==> src/rtl/core/cbd_pkg.sv <==
// Shared types and constants for the chunked body decoder.
`timescale 1ns / 1ps

package cbd_pkg;

  // Width of the chunk size and of the reported length
  localparam int SIZE_W = 32;
  localparam int LEN_W  = 32;

  // Largest size that may still take another hex digit
  localparam logic [SIZE_W-1:0] SIZE_LIMIT = 32'h0FFF_FFFF;

  // Line syntax characters
  localparam logic [7:0] CH_SEMI = 8'h3B;
  localparam logic [7:0] CH_CR   = 8'h0D;
  localparam logic [7:0] CH_LF   = 8'h0A;

  // Parser phase
  typedef enum logic [2:0] {
    PH_SIZE    = 3'd0,
    PH_EXT     = 3'd1,
    PH_SIZE_CR = 3'd2,
    PH_DATA    = 3'd3,
    PH_TAIL    = 3'd4,
    PH_TAIL_LF = 3'd5,
    PH_DONE    = 3'd6
  } phase_t;

  // Result kind
  typedef enum logic [1:0] {
    KIND_PAYLOAD    = 2'd0,
    KIND_COMPLETE   = 2'd1,
    KIND_MALFORMED  = 2'd2,
    KIND_INCOMPLETE = 2'd3
  } kind_t;

  // One result item
  typedef struct packed {
    logic [7:0]       data;
    kind_t            kind;
    logic [LEN_W-1:0] len;
    logic             last;
  } res_t;

endpackage

==> src/rtl/core/cbd_step.sv <==
// Per-byte parser step: next state and up to two results for one byte.
`timescale 1ns / 1ps

module cbd_step
  import cbd_pkg::*;
#(
  parameter int COUNT_BITS = 32
) (
  input  phase_t                  phase,
  input  logic [SIZE_W-1:0]       remain,
  input  logic                    digit_seen,
  input  logic [COUNT_BITS-1:0]   count,
  input  logic [7:0]              byte_in,
  input  logic                    eob,
  output phase_t                  phase_nxt,
  output logic [SIZE_W-1:0]       remain_nxt,
  output logic                    digit_seen_nxt,
  output logic [COUNT_BITS-1:0]   count_nxt,
  output logic                    res0_vld,
  output logic                    res1_vld,
  output res_t                    res0,
  output res_t                    res1
);

  phase_t                ph;
  logic [SIZE_W-1:0]     rem;
  logic                  dig;
  logic [COUNT_BITS-1:0] cnt;
  logic                  pay_vld;
  logic                  stat_vld;
  kind_t                 stat_kind;
  logic                  line_end;
  logic                  hex_ok;
  logic [3:0]            hex_val;
  logic [SIZE_W-1:0]     rem_dec;
  logic [LEN_W-1:0]      len;
  res_t                  pay_res;
  res_t                  stat_res;

  // Decode one hex digit
  always_comb begin
    hex_ok  = 1'b1;
    hex_val = 4'd0;
    if (byte_in >= "0" && byte_in <= "9") begin
      hex_val = 4'(byte_in - 8'h30);
    end else if (byte_in >= "a" && byte_in <= "f") begin
      hex_val = 4'(byte_in - 8'h57);
    end else if (byte_in >= "A" && byte_in <= "F") begin
      hex_val = 4'(byte_in - 8'h37);
    end else begin
      hex_ok = 1'b0;
    end
  end

  assign rem_dec = (remain != '0) ? remain - 1'b1 : remain;

  // Phase update and status detection
  always_comb begin
    ph        = phase;
    rem       = remain;
    dig       = digit_seen;
    cnt       = count;
    pay_vld   = 1'b0;
    stat_vld  = 1'b0;
    stat_kind = KIND_MALFORMED;
    line_end  = 1'b0;

    unique case (phase)
      PH_SIZE: begin
        if (byte_in == CH_SEMI) begin
          ph = PH_EXT;
        end else if (byte_in == CH_CR) begin
          ph = PH_SIZE_CR;
        end else if (byte_in == CH_LF) begin
          line_end = 1'b1;
        end else if (!hex_ok || remain > SIZE_LIMIT) begin
          stat_vld = 1'b1;
        end else begin
          rem = {remain[SIZE_W-5:0], hex_val};
          dig = 1'b1;
        end
      end
      PH_EXT: begin
        line_end = (byte_in == CH_LF);
      end
      PH_SIZE_CR: begin
        if (byte_in == CH_LF) begin
          line_end = 1'b1;
        end else begin
          stat_vld = 1'b1;
        end
      end
      PH_DATA: begin
        pay_vld = 1'b1;
        if (count != '1) begin
          cnt = count + 1'b1;
        end
        rem = rem_dec;
        if (rem_dec == '0) begin
          ph = PH_TAIL;
        end
      end
      PH_TAIL: begin
        if (byte_in == CH_CR) begin
          ph = PH_TAIL_LF;
        end else if (byte_in == CH_LF) begin
          ph = PH_SIZE;
        end else begin
          stat_vld = 1'b1;
        end
      end
      PH_TAIL_LF: begin
        if (byte_in == CH_LF) begin
          ph = PH_SIZE;
        end else begin
          stat_vld = 1'b1;
        end
      end
      PH_DONE: begin
      end
      default: begin
      end
    endcase

    // Close the size line: no digits, zero size or start of payload
    if (line_end) begin
      dig = 1'b0;
      if (!digit_seen) begin
        stat_vld = 1'b1;
      end else if (remain == '0) begin
        stat_vld  = 1'b1;
        stat_kind = KIND_COMPLETE;
      end else begin
        ph = PH_DATA;
      end
    end

    if (stat_vld) begin
      ph = PH_DONE;
    end

    // Buffer end: flag a missing status, then start over
    if (eob && ph != PH_DONE) begin
      stat_vld  = 1'b1;
      stat_kind = KIND_INCOMPLETE;
    end
  end

  // Fit the counter to the reported length width: saturate if wider, zero-extend if narrower
  if (COUNT_BITS > LEN_W) begin : g_len_wide
    assign len = (|cnt[COUNT_BITS-1:LEN_W]) ? '1 : cnt[LEN_W-1:0];
  end else if (COUNT_BITS == LEN_W) begin : g_len_eq
    assign len = cnt;
  end else begin : g_len_narrow
    assign len = {{(LEN_W-COUNT_BITS){1'b0}}, cnt};
  end

  // Next state, cleared at buffer end
  always_comb begin
    if (eob) begin
      phase_nxt      = PH_SIZE;
      remain_nxt     = '0;
      digit_seen_nxt = 1'b0;
      count_nxt      = '0;
    end else begin
      phase_nxt      = ph;
      remain_nxt     = rem;
      digit_seen_nxt = dig;
      count_nxt      = cnt;
    end
  end

  // Order results: payload byte first, status after it
  always_comb begin
    pay_res.data  = byte_in;
    pay_res.kind  = KIND_PAYLOAD;
    pay_res.len   = len;
    pay_res.last  = !stat_vld;
    stat_res.data = 8'd0;
    stat_res.kind = stat_kind;
    stat_res.len  = len;
    stat_res.last = 1'b1;
    res0_vld      = pay_vld || stat_vld;
    res1_vld      = pay_vld && stat_vld;
    res0          = pay_vld ? pay_res : stat_res;
    res1          = stat_res;
  end

endmodule

==> src/rtl/core/cbd_outq.sv <==
// Two-slot result buffer: output register plus one pending result.
`timescale 1ns / 1ps

module cbd_outq
  import cbd_pkg::*;
(
  input  logic clk,
  input  logic rst_n,
  input  logic push,
  input  logic res0_vld,
  input  logic res1_vld,
  input  res_t res0,
  input  res_t res1,
  output logic can_take,
  input  logic out_stall,
  output logic out_valid,
  output res_t out_res
);

  logic a_vld_r;
  logic b_vld_r;
  res_t a_r;
  res_t b_r;
  logic pop;

  assign pop       = a_vld_r && !out_stall;
  assign can_take  = !b_vld_r && (!a_vld_r || pop);
  assign out_valid = a_vld_r;
  assign out_res   = a_r;

  // Slot occupancy
  always_ff @(posedge clk) begin
    if (!rst_n) begin
      a_vld_r <= 1'b0;
      b_vld_r <= 1'b0;
    end else if (b_vld_r && pop) begin
      b_vld_r <= 1'b0;
    end else if (push && res0_vld) begin
      a_vld_r <= 1'b1;
      b_vld_r <= res1_vld;
    end else if (pop) begin
      a_vld_r <= 1'b0;
    end
  end

  // Slot payload
  always_ff @(posedge clk) begin
    if (b_vld_r && pop) begin
      a_r <= b_r;
    end else if (push && res0_vld) begin
      a_r <= res0;
      b_r <= res1;
    end
  end

  // Pending slot is only used behind a full output slot
  assert property (@(posedge clk) disable iff (!rst_n) b_vld_r |-> a_vld_r)
    else $error("pending result without output result");

  // A transfer that is not the last of its byte is followed by the rest
  assert property (@(posedge clk) disable iff (!rst_n)
    (a_vld_r && !out_stall && !a_r.last) |=> a_vld_r)
    else $error("second result of a byte went missing");

  // Statuses always close the byte's results
  assert property (@(posedge clk) disable iff (!rst_n)
    (a_vld_r && a_r.kind != KIND_PAYLOAD) |-> a_r.last)
    else $error("status result not marked last");

endmodule

==> src/rtl/core/chunked_body_decoder_top.sv <==
// Top level of the chunked body decoder: input register, parser state, result buffer.
`timescale 1ns / 1ps

// Usage:
//   The input channel (in_valid / in_stall) carries one byte of a chunk-encoded
//   body per transfer; in_end_of_buffer marks the buffer's last byte.
//   The output channel (out_valid / out_stall) carries decoded payload bytes
//   (kind payload) and the buffer's status (complete, malformed, incomplete),
//   with the running decoded length; out_last_of_run closes each byte's results.
//   A transfer is taken at a clock edge with valid high and stall low.
//   A byte passes the input register, then the result buffer's output register,
//   before its first result is offered. Throughput: one byte per cycle while
//   out_stall is low; a byte that yields a payload byte plus an incomplete
//   status holds the input until its status leaves the pending slot.
//   Each buffer end returns the parser to its reset state.
//   Reset (rst_n low, synchronous) empties the input register and result
//   buffer and puts the parser at the start of a size line.
//   When the receiver stalls, the offered result holds and a byte's second
//   result waits in the pending slot; in_stall rises as soon as the input
//   register holds a byte that has no room in the result buffer.

module chunked_body_decoder_top
  import cbd_pkg::*;
#(
  parameter int COUNT_BITS = 32
) (
  input  logic             clk,
  input  logic             rst_n,
  input  logic             in_valid,
  output logic             in_stall,
  input  logic [7:0]       in_byte,
  input  logic             in_end_of_buffer,
  output logic             out_valid,
  input  logic             out_stall,
  output logic [7:0]       out_byte,
  output logic [1:0]       out_kind,
  output logic [LEN_W-1:0] out_decoded_length,
  output logic             out_last_of_run
);

  logic                  in_vld_r;
  logic [7:0]            in_byte_r;
  logic                  in_eob_r;
  phase_t                phase_r;
  phase_t                phase_nxt;
  logic [SIZE_W-1:0]     remain_r;
  logic [SIZE_W-1:0]     remain_nxt;
  logic                  digit_r;
  logic                  digit_nxt;
  logic [COUNT_BITS-1:0] count_r;
  logic [COUNT_BITS-1:0] count_nxt;
  logic                  res0_vld;
  logic                  res1_vld;
  res_t                  res0;
  res_t                  res1;
  res_t                  out_res;
  logic                  can_take;
  logic                  adv;
  logic                  in_xfer;

  assign adv      = in_vld_r && can_take;
  assign in_stall = in_vld_r && !adv;
  assign in_xfer  = in_valid && !in_stall;

  // Input register
  always_ff @(posedge clk) begin
    if (!rst_n) begin
      in_vld_r <= 1'b0;
    end else if (in_xfer) begin
      in_vld_r <= 1'b1;
    end else if (adv) begin
      in_vld_r <= 1'b0;
    end
  end

  always_ff @(posedge clk) begin
    if (in_xfer) begin
      in_byte_r <= in_byte;
      in_eob_r  <= in_end_of_buffer;
    end
  end

  // Parser state, advanced once per processed byte
  always_ff @(posedge clk) begin
    if (!rst_n) begin
      phase_r  <= PH_SIZE;
      remain_r <= '0;
      digit_r  <= 1'b0;
      count_r  <= '0;
    end else if (adv) begin
      phase_r  <= phase_nxt;
      remain_r <= remain_nxt;
      digit_r  <= digit_nxt;
      count_r  <= count_nxt;
    end
  end

  cbd_step #(
    .COUNT_BITS(COUNT_BITS)
  ) u_step (
    .phase          (phase_r),
    .remain         (remain_r),
    .digit_seen     (digit_r),
    .count          (count_r),
    .byte_in        (in_byte_r),
    .eob            (in_eob_r),
    .phase_nxt      (phase_nxt),
    .remain_nxt     (remain_nxt),
    .digit_seen_nxt (digit_nxt),
    .count_nxt      (count_nxt),
    .res0_vld       (res0_vld),
    .res1_vld       (res1_vld),
    .res0           (res0),
    .res1           (res1)
  );

  cbd_outq u_outq (
    .clk       (clk),
    .rst_n     (rst_n),
    .push      (adv),
    .res0_vld  (res0_vld),
    .res1_vld  (res1_vld),
    .res0      (res0),
    .res1      (res1),
    .can_take  (can_take),
    .out_stall (out_stall),
    .out_valid (out_valid),
    .out_res   (out_res)
  );

  assign out_byte           = out_res.data;
  assign out_kind           = out_res.kind;
  assign out_decoded_length = out_res.len;
  assign out_last_of_run    = out_res.last;

  // Buffer end clears the parser
  assert property (@(posedge clk) disable iff (!rst_n)
    (adv && in_eob_r) |=> (phase_r == PH_SIZE && count_r == '0 && !digit_r))
    else $error("parser not cleared after buffer end");

  // Payload bytes only come from the payload phase
  assert property (@(posedge clk) disable iff (!rst_n)
    (adv && res0_vld && res0.kind == KIND_PAYLOAD) |-> (phase_r == PH_DATA))
    else $error("payload result outside payload phase");

  // Payload phase is never entered with nothing left to pass
  assert property (@(posedge clk) disable iff (!rst_n)
    (phase_r == PH_DATA) |-> (remain_r != '0))
    else $error("payload phase with empty chunk");

endmodule
==> config.mk <==
export PLATFORM = sky130hd
export DESIGN_NAME = chunked_body_decoder_top
export DESIGN_NICKNAME = d
export VERILOG_FILES = /design/src/rtl/core/cbd_pkg.sv /design/src/rtl/core/cbd_step.sv /design/src/rtl/core/cbd_outq.sv /design/src/rtl/core/chunked_body_decoder_top.sv
export SDC_FILE = /design/constraint.sdc
export NUM_CORES = 1
export LEC_CHECK = 0
export BUFFER_PORTS_ARGS = -buffer_cell sky130_fd_sc_hd__buf_4
export CORE_MARGIN = 2
export CORE_UTILIZATION = 62
export DETAILED_ROUTE_END_ITERATION = 6
export GPL_TIMING_DRIVEN = 0
export PLACE_DENSITY = 0.81
export SYNTH_ARGS = -nofsm -noshare
export SYNTH_HDL_FRONTEND = slang
export SYNTH_HIERARCHICAL = 1
export SYNTH_SLANG_ARGS = --single-unit
==> constraint.sdc <==
create_clock -name clk -period 5.5 [get_ports clk]
set_input_delay 0.55 -clock clk [delete_from_list [all_inputs] [get_ports clk]]
set_output_delay 0.55 -clock clk [all_outputs]
set_load 0.03 [all_outputs]
==> run_results.csv, run 1 <==
group,metric,value,unit
outcome,status,"finished, final reports clean",
detailed_routing,drc,0,
logic_synthesis,yosysTopAreaCell,"edfxtp_1",
grt,antenna_found_initial,0,
final_layout,finalNetCount,1150,
place,io_buffers,57,
power,p_int,2.108,mW
worst_setup_path,worstPathMaxFanout,28,
logic_synthesis,synth_compound_area_frac,0.1222,
detailed_routing,postRouteAntennaNets,0,
logic_synthesis,ys_async_sr_fraction,0,
worst_setup_path,path_class,"reg2reg",
hold_path,hold_class,"in2reg",
detailed_routing,routedWlPerCell,19.45,um
clocking,cts_root_buf,"clkbuf_16",
logic_synthesis,ys_ff_latch,166,
floorplanning,die_y,130.3,um
timing,hold_viol_final,0,
clocking,cts.sinks,166,
logic_synthesis,synth_xor_area_frac,0.04314,
final_layout,n_antenna_cell,0,
clocking,cts.path.max_buffers,2,
logic_synthesis,synth_common_cells,"nand2_1, edfxtp_1, nand4_1",
clocking,cts-buffers-inserted,17,
power,p_comb_frac,0.090,
place,place_hpwl,18310,um
floorplanning,fp.dieW,130.3,um
timing,grt_setup_unrepaired,"no",
logic_synthesis,ys_seq_area_frac,0.4321,
logic_synthesis,synth_top_area_frac,0.2884,
final_layout,syn_to_final_growth,13.97,%
clocking,cts_max_level,4,
clocking,hold_buffers,0,
worst_setup_path,critPathArrivalTime,4.45,ns
timing,slew_headroom,0.3896,
logic_synthesis,ys_top_cells_by_area,"edfxtp_1, dfxtp_1, mux2_4, nand4_1, nand2_1",
logic_synthesis,synthesis.area,9891,um^2
logic_synthesis,synth.distinct_cells,85,
clocking,clk_pin_slew,0.07,ns
clocking,cts_setup_buffers,0,
floorplanning,start_util,0.6295,
timing,slew_violations,0,
timing,timing.hold.ws,0.2919,ns
logic_synthesis,synthAdderAreaFrac,0.007590,
place,place.gp.congestion,1.015,
timing,tns,0,ns
grt,grt_pass1_wl,41750,um
clocking,clkLatencyLatePin,0.43,ns
floorplanning,rows,46,
timing,fin_skew,0.01001,ns
power,power_frac_clock,0.434,
worst_setup_path,cp-end-kind,"register",
logic_synthesis,yosys_warnings,6,
logic_synthesis,ys.flop_type,"edfxtp_1",
timing,fin_crit_sh,0.7856,
logic_synthesis,synthSimpleGateAreaFrac,0.2407,
run,maxCapViolations,0,
power,power.switching,738.9,uW
clocking,cts_tree,"done",
logic_synthesis,yosysMostFrequentCell,"nand2_1",
grt,globalRouteOverflowTotal,0,
worst_setup_path,start_kind,"register",
floorplanning,core-area,15710,um^2
logic_synthesis,synth.area.mux_share,0.06743,
logic_synthesis,syn_inst,1046,
power,peakVddDrop,268.4,uV
power,p_sw_frac,0.2596,
logic_synthesis,synth_top_family_by_area,"simple AND/OR/NAND/NOR gates",
detailed_routing,drt_wl_total,26450,um
detailed_routing,drtIter0Drc,1321,
worst_setup_path,cp.required,5.62,ns
grt,grt_pass1_vias,7784,
logic_synthesis,synth_edf_count,95,
power,p_leak,4.408,nW
grt,grt_use_total,0.3208,
grt,grt_max_degree,42,
timing,max_freq,231.4,MHz
power,seq_power_share,0.477,
power,p_per_area,252.5,nW/um^2
final_layout,drive_gt1_frac,0.2247,
clocking,ctsResizeCount,0,
timing,tightestPinTransition,0.9072,ns
timing,setup_viol,0,
detailed_routing,first_pass_iters,6,
floorplanning,die_area,16980,um^2
logic_synthesis,syn_avg_cell_area,9.456,um^2
timing,min_period,4.321,ns
detailed_routing,viasPerCell,6.306,
detailed_routing,vias,8576,
floorplanning,ios,58,
[critical path: stages, from the launching register on]
cell,delay [ns]
dfxtp_1,0.40
inv_1,0.11
ha_1,0.28
nor4b_1,0.62
and4_1,0.40
nand3_1,0.47
nand2_1,0.22
a21oi_1,0.12
nand2b_1,0.18
a21oi_1,0.09
nor2_1,0.19
nand2_1,0.17
nor2b_4,0.47
buf_12,0.28
[registers in the layout, indices dropped and copies added (netlist names)]
name	cells
u_outq/out_valid	1
count_r	32
u_outq/out_res	43
in_eob_r	1
u_outq/b_vld_r	1
in_vld_r	1
u_outq/b_r	43
remain_r	32
in_byte_r	8
phase_r	3
digit_r	1
[cells by family after synthesis]
group,Yosys count
AOI/OAI and AO/OA,187
xor gates and xnor gates,47
adders and majority gates,6
buffers and inverters,143
DFF,166
muxes,47
other,2
and+or+nand+nor,448
[metal layers]
metal  track usage  wire [um]  vias to the layer above
met2        0.4675      11370                      491
met3       0.09676       2804                       75
li1              -          -                     3959
met1        0.4596      11660                     4051
met4        0.1012        619                        0
met5             0          0                        -
[final timing paths]
kind,to,slack [ns],startpoint,depth (start not counted)
worst max-delay path,u_outq/b_r[29],1.18,remain_r[0],13
worst min-delay path,in_byte_r[0],0.29,in_byte[0],1
worst max register to register,u_outq/b_r[29],1.18,remain_r[0],13
worst min register to register,remain_r[6],0.46,remain_r[6],2
[stage by stage]
step | std cells | worst slack (ns) | cell area (um^2) | util | power (mW)
floorplan | 1053 | 0.9177 | 9917 | - | 1.542
CTS | 1360 | 1.330 | 11270 | 0.7174 | 2.847
finish | 1360 | 1.179 | 11270 | 0.7174 | 2.847
global placement | 1326 | -0.7718 | 10620 | 0.6756 | 1.624
global route | 1360 | 1.025 | 11270 | 0.7174 | 2.921
detailed placement | 1328 | 1.372 | 10670 | 0.6788 | 1.631
[cell type report]
class	count	area, um^2
clock inverters	15	181.4
clock buffers	17	425.4
inverters	20	75.07
well taps	216	270.3
plain buffers	123	775.7
repair buffers	59	467.9
flip-flops and latches	166	4274
fillers	1167	4441
multi-input cells	744	4802
[cell usage in the layout, fill, tap and decap left out, types with 7 or more instances in the layout]
cell,count
a21oi_1,32
a221oi_1,7
a222oi_1,9
a31oi_1,7
and2_1,9
and3_1,10
buf_2,15
buf_4,106
clkbuf_1,43
clkbuf_16,17
conb_1,9
dfxtp_1,71
edfxtp_1,95
inv_1,20
mux2_2,9
mux2_4,37
nand2_1,114
nand3_1,28
nand4_1,83
nor2_1,70
nor2b_1,34
nor3_1,29
nor4_1,17
o21ai_0,80
o21ai_2,9
or3_1,7
xnor2_1,28
xor2_1,17
[power groups by stage]
| stage | Clock (mW) | Sequential, mW | Combinational [mW] |
|---|---|---|---|
| 6_report | 1.23 | 1.36 | 0.256 |
| 3_3_place_gp | 0 | 1.39 | 0.237 |
| 3_5_place_dp | 0 | 1.38 | 0.247 |
| 2_1_floorplan | 0 | 1.41 | 0.133 |
| 4_1_cts | 1.24 | 1.36 | 0.249 |
| 5_1_grt | 1.29 | 1.36 | 0.270 |
(Power assumes the default switching activity.)
==> inputs of run 2 (changes only) <==
--- a/config.mk
+++ b/config.mk
@@ -5,12 +5,13 @@
 export SDC_FILE = /design/constraint.sdc
 export NUM_CORES = 1
 export LEC_CHECK = 0
+export ABC_AREA = 1
 export BUFFER_PORTS_ARGS = -buffer_cell sky130_fd_sc_hd__buf_4
 export CORE_MARGIN = 2
-export CORE_UTILIZATION = 62
+export CORE_UTILIZATION = 56
 export DETAILED_ROUTE_END_ITERATION = 6
 export GPL_TIMING_DRIVEN = 0
-export PLACE_DENSITY = 0.81
+export PLACE_DENSITY = 0.77
 export SYNTH_ARGS = -nofsm -noshare
 export SYNTH_HDL_FRONTEND = slang
 export SYNTH_HIERARCHICAL = 1
==> constraint.sdc (replaced) <==
create_clock -name clk -period 3.8 [get_ports clk]
set_input_delay 0.38 -clock clk [delete_from_list [all_inputs] [get_ports clk]]
set_output_delay 0.38 -clock clk [all_outputs]
set_load 0.03 [all_outputs]
==> run 2 against run 1 <==
Against the previous run: final area grew 8.5%; worst setup slack lost 1.0 ns; cell count grew 40%; combinational power grew to 6.6 times the previous value; clock power grew 40%; global-route usage shrank 1.8 points; wire length grew 15%; sequential cell count is the same; sequential share of layout area shrank 3.0 points; maximum frequency grew 19%; clock skew grew 0.0045 ns; critical endpoint is now u_outq/b_r[19].
==> run_results.csv, run 2 <==
group,metric,value,unit
outcome,status,"finished, final reports clean",
worst_setup_path,critical-path-top-delay-family,"simple AND/OR/NAND/NOR gates",
floorplanning,die_area,20070,um^2
worst_setup_path,cp-end-kind,"register",
timing,max_freq,274.5,MHz
grt,grt_pass1_wl,48080,um
timing,slew_headroom,0.3998,
floorplanning,fp.dieW,141.7,um
floorplanning,start_util,0.5695,
logic_synthesis,syn_avg_cell_area,6.832,um^2
logic_synthesis,yosysMostFrequentCell,"nand2_1",
logic_synthesis,synth_edf_count,95,
final_layout,n_antenna_cell,0,
run,maxCapViolations,0,
logic_synthesis,ys_top_cells_by_area,"edfxtp_1, nand2_1, dfxtp_1, nor2_1, inv_1",
floorplanning,die_y,141.7,um
timing,hold_viol_final,0,
detailed_routing,drc,0,
hold_path,hold_class,"in2reg",
worst_setup_path,path_class,"reg2reg",
grt,grt_use_total,0.3030,
worst_setup_path,max_stage_delay,0.39,ns
clocking,clkLatencyLatePin,0.44,ns
clocking,cts-buffers-inserted,17,
floorplanning,ios,58,
timing,fin_skew,0.01449,ns
place,place_area,11390,um^2
clocking,clk_pin_slew,0.08,ns
timing,fin_crit_sh,0.9586,
logic_synthesis,yosysTopAreaCell,"edfxtp_1",
logic_synthesis,synthesis.area,10620,um^2
final_layout,final_cell_mix,"nand2_1, nor2_1, inv_1",
power,peakVddDrop,329.1,uV
place,io_buffers,57,
detailed_routing,vias,10182,
clocking,cts.path.max_buffers,2,
logic_synthesis,yosys_warnings,6,
logic_synthesis,synth.distinct_cells,41,
worst_setup_path,crit_slowest_cell,"dfxtp_1",
clocking,hold_buffers,0,
logic_synthesis,synth_common_cells,"nand2_1, nor2_1, inv_1",
logic_synthesis,syn_inst,1554,
logic_synthesis,synth_top_area_frac,0.2687,
clocking,cts_root_buf,"clkbuf_16",
power,p_leak,5.908,nW
final_layout,final_common_cell,"nand2_1",
logic_synthesis,ys_seq_area_frac,0.4026,
place,place_hpwl,21540,um
floorplanning,rows,50,
place,place.gp.congestion,0.9883,
detailed_routing,postRouteAntennaNets,0,
grt,grt_max_degree,35,
worst_setup_path,start_kind,"register",
clocking,cts_max_level,4,
timing,slew_violations,0,
final_layout,syn_to_final_growth,15.24,%
timing,min_period,3.643,ns
worst_setup_path,worstPathMaxFanout,10,
detailed_routing,viasPerCell,5.362,
worst_setup_path,critPathArrivalTime,3.80,ns
floorplanning,core-area,18640,um^2
timing,tns,0,ns
timing,setup_viol,0,
worst_setup_path,crit_buf_inv,5,
worst_setup_path,ff2ff_setup_slack,0.16,ns
detailed_routing,drtIter0Drc,1145,
final_layout,drive_gt1_frac,0.1405,
final_layout,postLayoutCellArea,12230,um^2
detailed_routing,first_pass_iters,6,
power,p_per_area,461.8,nW/um^2
detailed_routing,drt_wl_total,30460,um
logic_synthesis,ys_async_sr_fraction,0,
grt,grt_pass1_vias,9425,
timing,tightestPinTransition,0.8970,ns
logic_synthesis,ys.flop_type,"edfxtp_1",
grt,globalRouteOverflowTotal,0,
clocking,cts_tree,"done",
worst_setup_path,worstPathCellList,"nor2_2 > nand2_1 > nor2_4 > nand2_2 > nor2_4 > inv_2 > buf_6 > nand2_1 > nand2_1 > nor2_2 > nand2_1 > nor2_2 > nand2_1 > nand2_1 > nand3b_1 > nand2_1 > inv_1 > nand2_1 > nand2_2 > nand3_1 > nand2_4 > buf_4 > nor2_4 > buf_4",
clocking,cts.sinks,166,
logic_synthesis,ys_ff_latch,166,
final_layout,finalNetCount,1671,
grt,antenna_found_initial,0,
worst_setup_path,cp.required,3.96,ns
final_layout,utilization,0.6562,
worst_setup_path,cp_common_cell,"nand2_1",
detailed_routing,routedWlPerCell,16.04,um
[run 2: power breakdown]
part           switching (mW)  internal [mW]  leakage, nW
Combinational            1.13          0.565         4.15
Clock                   0.836          0.882        0.280
Sequential              0.141           2.10         1.48
[run 2: cell type report]
| class | instances | area (um^2) |
|---|---|---|
| fill | 1665 | 6409 |
| multi-input combinational | 1088 | 4996 |
| sequential | 166 | 4275 |
| inverter | 208 | 780.7 |
| buffer | 102 | 703.2 |
| timing repair buffer | 69 | 601.8 |
| clock buffer | 18 | 429.2 |
| tap | 234 | 292.8 |
| clock inverter | 14 | 155.1 |
[run 2: cell families after synthesis]
kind of cell             synth area share
flip-flops                         0.4026
other                           0.0007074
buffers and inverters              0.1395
AO/OA/AOI/OAI                     0.09028
XOR/XNOR                          0.03135
AND/OR/NAND/NOR                    0.3285
adder cells (fa/ha/maj)          0.007071
[run 2: final timing paths]
kind / start / to / cells past startpoint
worst max register to register: remain_r[15] / u_outq/b_r[19] / 24
worst min register to register: in_vld_r / in_vld_r / 2
worst min-delay path: in_byte[7] / in_byte_r[7] / 1
worst max-delay path: remain_r[15] / u_outq/b_r[19] / 24
[run 2: routing by layer]
metal,up-vias,global-route usage,routed length (um)
met2,457,0.4872,13740
li1,5017,-,-
met4,0,0.1063,918
met1,4624,0.4185,13410
met3,84,0.04624,2400
met5,-,0,0
[run 2: what timing repair did]
| item | 4_1_cts | 5_1_grt |
|---|---|---|
| pin swaps | 5 | 2 |
| setup endpoints to repair | 77 | 88 |
| gates resized for setup | 8 | 16 |
| setup buffers | 8 | 1 |
| cloned | 3 | 2 |
| hold endpoints to repair | 0 | 0 |
[run 2: through the flow]
step / hold WS (ns) / setup slack, ns / total power [mW] / std cells
after global placement: 0.4785 / -1.127 / 3.792 / 1852
after detailed placement: 0.4953 / -0.7232 / 3.823 / 1853
final: 0.1192 / 0.1575 / 5.650 / 1899
after floorplan: 0.4700 / 0.1167 / 3.363 / 1561
after CTS: 0.1096 / 0.05225 / 5.586 / 1896
after global routing: 0.1114 / -0.02723 / 5.923 / 1899
